==> config.mk <==
export PLATFORM = sky130hd
export DESIGN_NAME = ftp_ctrl
export DESIGN_NICKNAME = d
export VERILOG_FILES = /design/src/rtl/core/ftp_pkg.sv /design/src/rtl/core/ftp_ctrl.sv
export SDC_FILE = /design/constraint.sdc
export NUM_CORES = 1
export LEC_CHECK = 0
export BUFFER_PORTS_ARGS = -buffer_cell sky130_fd_sc_hd__buf_2
export CAP_MARGIN = 10
export CORE_AREA = 4 4 41 43
export CTS_CLUSTER_DIAMETER = 200
export CTS_CLUSTER_SIZE = 28
export DETAILED_ROUTE_END_ITERATION = 10
export DIE_AREA = 0 0 45 47
export PLACE_DENSITY = 0.44
export SKIP_CTS_REPAIR_TIMING = 1
export SLEW_MARGIN = 25
export SYNTH_ARGS = -nofsm -noshare
export SYNTH_HDL_FRONTEND = slang
export SYNTH_SLANG_ARGS = --single-unit
==> constraint.sdc <==
create_clock -name clk -period 1.5 [get_ports clk]
set_clock_uncertainty 0.2 [all_clocks]
set_input_delay 0.225 -clock clk [delete_from_list [all_inputs] [get_ports clk]]
set_output_delay 0.225 -clock clk [all_outputs]
set_load 0.01 [all_outputs]
==> src/rtl/core/ftp_pkg.sv <==
// Shared types and constants for the force-to-pwm interpolator.
// No dependencies.
`timescale 1ns / 1ps
package ftp_pkg;
    localparam logic [1:0] CFG_PWM_MIN     = 2'd0;
    localparam logic [1:0] CFG_PWM_MAX     = 2'd1;
    localparam logic [1:0] CFG_ENTRY_COUNT = 2'd2;

    localparam logic ACT_LOAD    = 1'b0;
    localparam logic ACT_CONVERT = 1'b1;

    typedef struct packed {
        logic load_wr;
        logic start_rd;
        logic next_rd;
        logic mul;
        logic div_start;
        logic finish;
    } ftp_cmd_t;

    typedef struct packed {
        logic hit;
        logic last;
        logic at_first;
        logic div_done;
    } ftp_stat_t;
endpackage

==> src/rtl/core/ftp_ctrl.sv <==
// Controller state machine for the force-to-pwm interpolator.
// Depends on ftp_pkg.
`timescale 1ns / 1ps
module ftp_ctrl
(
    input  logic              clk,
    input  logic              rst_n,
    input  logic              in_valid,
    input  logic              action,
    input  logic              empty,
    input  logic              out_busy,
    output logic              in_ready,
    output ftp_pkg::ftp_cmd_t cmd,
    input  ftp_pkg::ftp_stat_t stat
);
    localparam logic [2:0] S_IDLE = 3'd0;
    localparam logic [2:0] S_SRCH = 3'd1;
    localparam logic [2:0] S_MUL  = 3'd2;
    localparam logic [2:0] S_DIV  = 3'd3;
    localparam logic [2:0] S_FIN  = 3'd4;
    localparam logic [2:0] S_WAIT = 3'd5;

    logic [2:0] state_reg, state_next;

    assign in_ready = (state_reg == S_IDLE) && !out_busy;

    always_comb
    begin
        state_next = state_reg;
        cmd = '0;
        unique case (state_reg)
            S_IDLE:
            begin
                if (in_valid && in_ready)
                begin
                    if (action == ftp_pkg::ACT_LOAD)
                        cmd.load_wr = 1'b1;
                    else if (empty)
                        cmd.finish = 1'b1;
                    else
                    begin
                        cmd.start_rd = 1'b1;
                        state_next = S_WAIT;
                    end
                end
            end
            S_WAIT:
            begin
                state_next = S_SRCH;
            end
            S_SRCH:
            begin
                if (stat.hit || stat.last)
                begin
                    if (stat.at_first || !stat.hit)
                        state_next = S_FIN;
                    else
                        state_next = S_MUL;
                end
                else
                begin
                    cmd.next_rd = 1'b1;
                    state_next = S_WAIT;
                end
            end
            S_MUL:
            begin
                cmd.mul = 1'b1;
                state_next = S_DIV;
            end
            S_DIV:
            begin
                cmd.div_start = 1'b1;
                state_next = S_FIN;
            end
            S_FIN:
            begin
                if (stat.div_done && !out_busy)
                begin
                    cmd.finish = 1'b1;
                    state_next = S_IDLE;
                end
            end
            default:
            begin
                state_next = S_IDLE;
            end
        endcase
    end

    always_ff @(posedge clk or negedge rst_n)
    begin
        if (!rst_n)
            state_reg <= S_IDLE;
        else
            state_reg <= state_next;
    end
endmodule

==> results.py <==
metrics = {
    "sta": {
        "slew_headroom_pct": 83.4,
        "final-setup-viol-count": 8,
        "whs_ns": 0.131,
        "clock.fmax_mhz": 568,
        "rsz0062_at_grt": "true",
        "fin_ws_ns": -0.260,
        "min_period_over_period_pct": 117,
        "finalMaxSlewViolations": 0,
        "report.final.hold_viol_count": 0,
        "tightest_slew_ns": 0.247,
        "tns_ns": -1.13,
        "period_minus_slack_ns": 1.76,
    },
    "critical_path": {
        "critPathMaxFanout": 4,
        "crit_start": "state_reg[2]",
        "r2r-start": "state_reg[1]",
        "cp-end-kind": "output port",
        "required_ns": 1.07,
        "critPathLaunchType": "flop",
        "crit_family": "flip-flops",
        "path_cells": "nand4b_1 > a2111oi_4 > buf_2",
        "critPathBufInv": 1,
        "slowest_delay_ns": 0.42,
        "critPathSlowestCell": "dfrtp_2",
        "worstSetupPathType": "flop to output port",
        "crit_arrival_ns": 1.34,
    },
    "final_layout": {
        "multi_input_area_um2": 225,
        "num_antenna_cells": 0,
        "area_growth_pct": 96.4,
        "drive_above_1_share_pct": 75.4,
        "seq_area_um2": 78.8,
        "nFillCells": 134,
        "final_nets": 68,
        "largest_register_ffs": 3,
    },
    "synthesis": {
        "ys_seq_elements": 3,
        "synth_top_family_by_area": "simple AND/OR/NAND/NOR gates",
        "synthXorXnorAreaFrac_pct": 0,
        "avgSynthCellArea_um2": 9.88,
        "synth.distinct_cells": 22,
        "yosysSeqAreaShare_pct": 27.1,
        "yosys_warnings": 0,
        "synth-adder-area-share_pct": 0,
        "syn_inst": 28,
        "syn_nets": 38,
        "synth_area_um2": 277,
        "yosys.area_share.simple_pct": 43.9,
        "synth_compound_area_share_pct": 14.0,
        "synth_mux_area_share_pct": 3.62,
    },
    "clocking": {
        "htree_levels": 1,
        "root_buffer": "clkbuf_4",
        "clk_path_buf_depth": 2,
        "clkSinkCount": 3,
        "tritoncts": "built",
        "clk_pin_slew_ns": 0.04,
        "clk_latency_ns": 0.23,
        "cts_buffers": 3,
    },
    "die": {
        "core_area_um2": 1300,
        "io_pins": 17,
        "die_h_um": 47,
        "fp.dieW_um": 45,
        "die_area_um2": 2120,
        "rows": 13,
        "initial_core_util_pct": 21.2,
    },
    "run_status": {
        "violations": "negative setup slack",
        "status": "finished with violations",
    },
    "global_routing": {
        "grt_pass1_wl_um": 1210,
        "grt_pass1_vias": 313,
        "grt_overflow": 0,
        "grt_util_met1_pct": 8.70,
        "grt_use_met2_pct": 13.6,
        "grt_start_max_net_pins": 9,
        "antenna_found_initial": 0,
        "track_usage_pct": 8.08,
        "top_usage_layer": "met2",
        "grtUsageMet3_pct": 1.53,
    },
    "drt": {
        "dr.pass1.iters": 3,
        "drt_iter0_markers": 3,
        "drc_errors": 0,
        "num_vias": 331,
        "routedWlPerCell_um": 11.9,
        "viasPerCell": 4.60,
        "wl_um": 854,
        "drtAntennaViolNets": 0,
    },
    "hold_path": {
        "hold_path.class": "input pin to async pin",
    },
    "power": {
        "power_density_nw_per_um2": 1640,
        "p_leak_nw": 0.250,
        "peakVddDrop_mv": 0.678,
    },
    "placed_design": {
        "dp_hpwl_um": 602,
        "port_buffers": 16,
        "pre_cts_ws_ns": -0.0551,
        "gp_congestion": 0.721,
    },
    "flow_run": {
        "max_cap_violations": 0,
    },
}
## synth_stat cells
| cell type | count | area (um2) |
|---|---|---|
| buf_2 | 1 | 5.00 |
| a211oi_1 | 1 | 7.51 |
| and2b_1 | 1 | 7.51 |
| and3b_1 | 1 | 8.76 |
| nand2b_1 | 1 | 6.26 |
| nor3b_2 | 1 | 12.5 |
| buf_6 | 2 | 22.5 |
| nor4b_1 | 1 | 8.76 |
| nor2_1 | 3 | 11.3 |
| dfrtp_1 | 3 | 75.1 |
| or3_1 | 1 | 6.26 |
| nor3_1 | 1 | 5.00 |
| nand2_1 | 1 | 3.75 |
| a2111oi_2 | 1 | 15.0 |
| nor4_2 | 2 | 25.0 |
| nor4_1 | 1 | 6.26 |
| nand4b_1 | 1 | 8.76 |
| a31o_1 | 1 | 8.76 |
| nand4bb_1 | 1 | 11.3 |
| mux2i_1 | 1 | 10.0 |
| o21bai_1 | 1 | 7.51 |
| inv_1 | 1 | 3.75 |
## kinds of logic (layout without fill, tap and decap cells)
family / Yosys count / after routing
and+or+nand+nor: 16 / 16
AOI/OAI and AO/OA: 4 / 4
DFF: 3 / 3
buffers and inverters: 4 / 33
muxes: 1 / 1
## path summary, 6_finish.rpt
path | slack (ns) | depth (start not counted) | endpoint
worst max-delay path | -0.26 | 3 | cmd[0]
worst min-delay path | 0.13 | 2 | state_reg[0]
worst max register to register | 0 | 4 | state_reg[2]
worst min register to register | 0.42 | 2 | state_reg[1]
max in group asynchronous | 0.85 | 2 | state_reg[2]
min in group clk | 0.17 | 4 | state_reg[2]
## cells in the final DEF (no fill, tap or decap)
master	instances
mux2i_1	1
dfrtp_2	3
buf_2	16
a211oi_1	1
or3_1	1
nor2_2	1
buf_4	7
o21bai_1	1
and3b_1	1
nor4_4	1
nor2_1	2
nand4bb_1	1
a31o_1	1
nor3_2	1
dlygate4sd3_1	1
nor4_2	2
buf_6	4
inv_4	1
clkbuf_1	1
nand4b_1	1
nand2b_4	1
nor3b_4	1
and2b_1	1
nor4b_2	1
nand2_1	1
a2111oi_4	1
clkbuf_4	3
## area by class of cell
type                    instances  area share [%]
multi-input cells              21            41.5
repair buffers                 28            34.6
flip-flops and latches          3            14.5
clock buffers                   4            4.84
well taps                      15            3.46
inverters                       1            1.15
## report_power, final
group / internal, mW / switching, mW / total (mW)
Combinational: 0.326 / 0.224 / 0.550
Clock: 0.0996 / 0.0406 / 0.140
Sequential: 0.124 / 0.0792 / 0.203
Total: 0.549 / 0.344 / 0.893
## stage by stage
stage | cells | util (%) | power (mW) | instance area [um2]
detailed placement | 60 | 30.7 | 0.551 | 399
global placement | 60 | 30.7 | 0.551 | 399
floorplan | 28 | - | 0.450 | 298
CTS | 64 | 32.7 | 0.699 | 425
global route | 72 | 41.7 | 0.953 | 543
finish | 72 | 41.7 | 0.893 | 543
## per-layer routing
layer	part of all wire (%)	wire, um	vias to the layer above
met4	1.9	16	0
met5	0	0	-
li1	-	-	164
met1	35	299	156
met2	59	502	9
met3	4.1	35	2
Power figures use the tool's default switching activity.
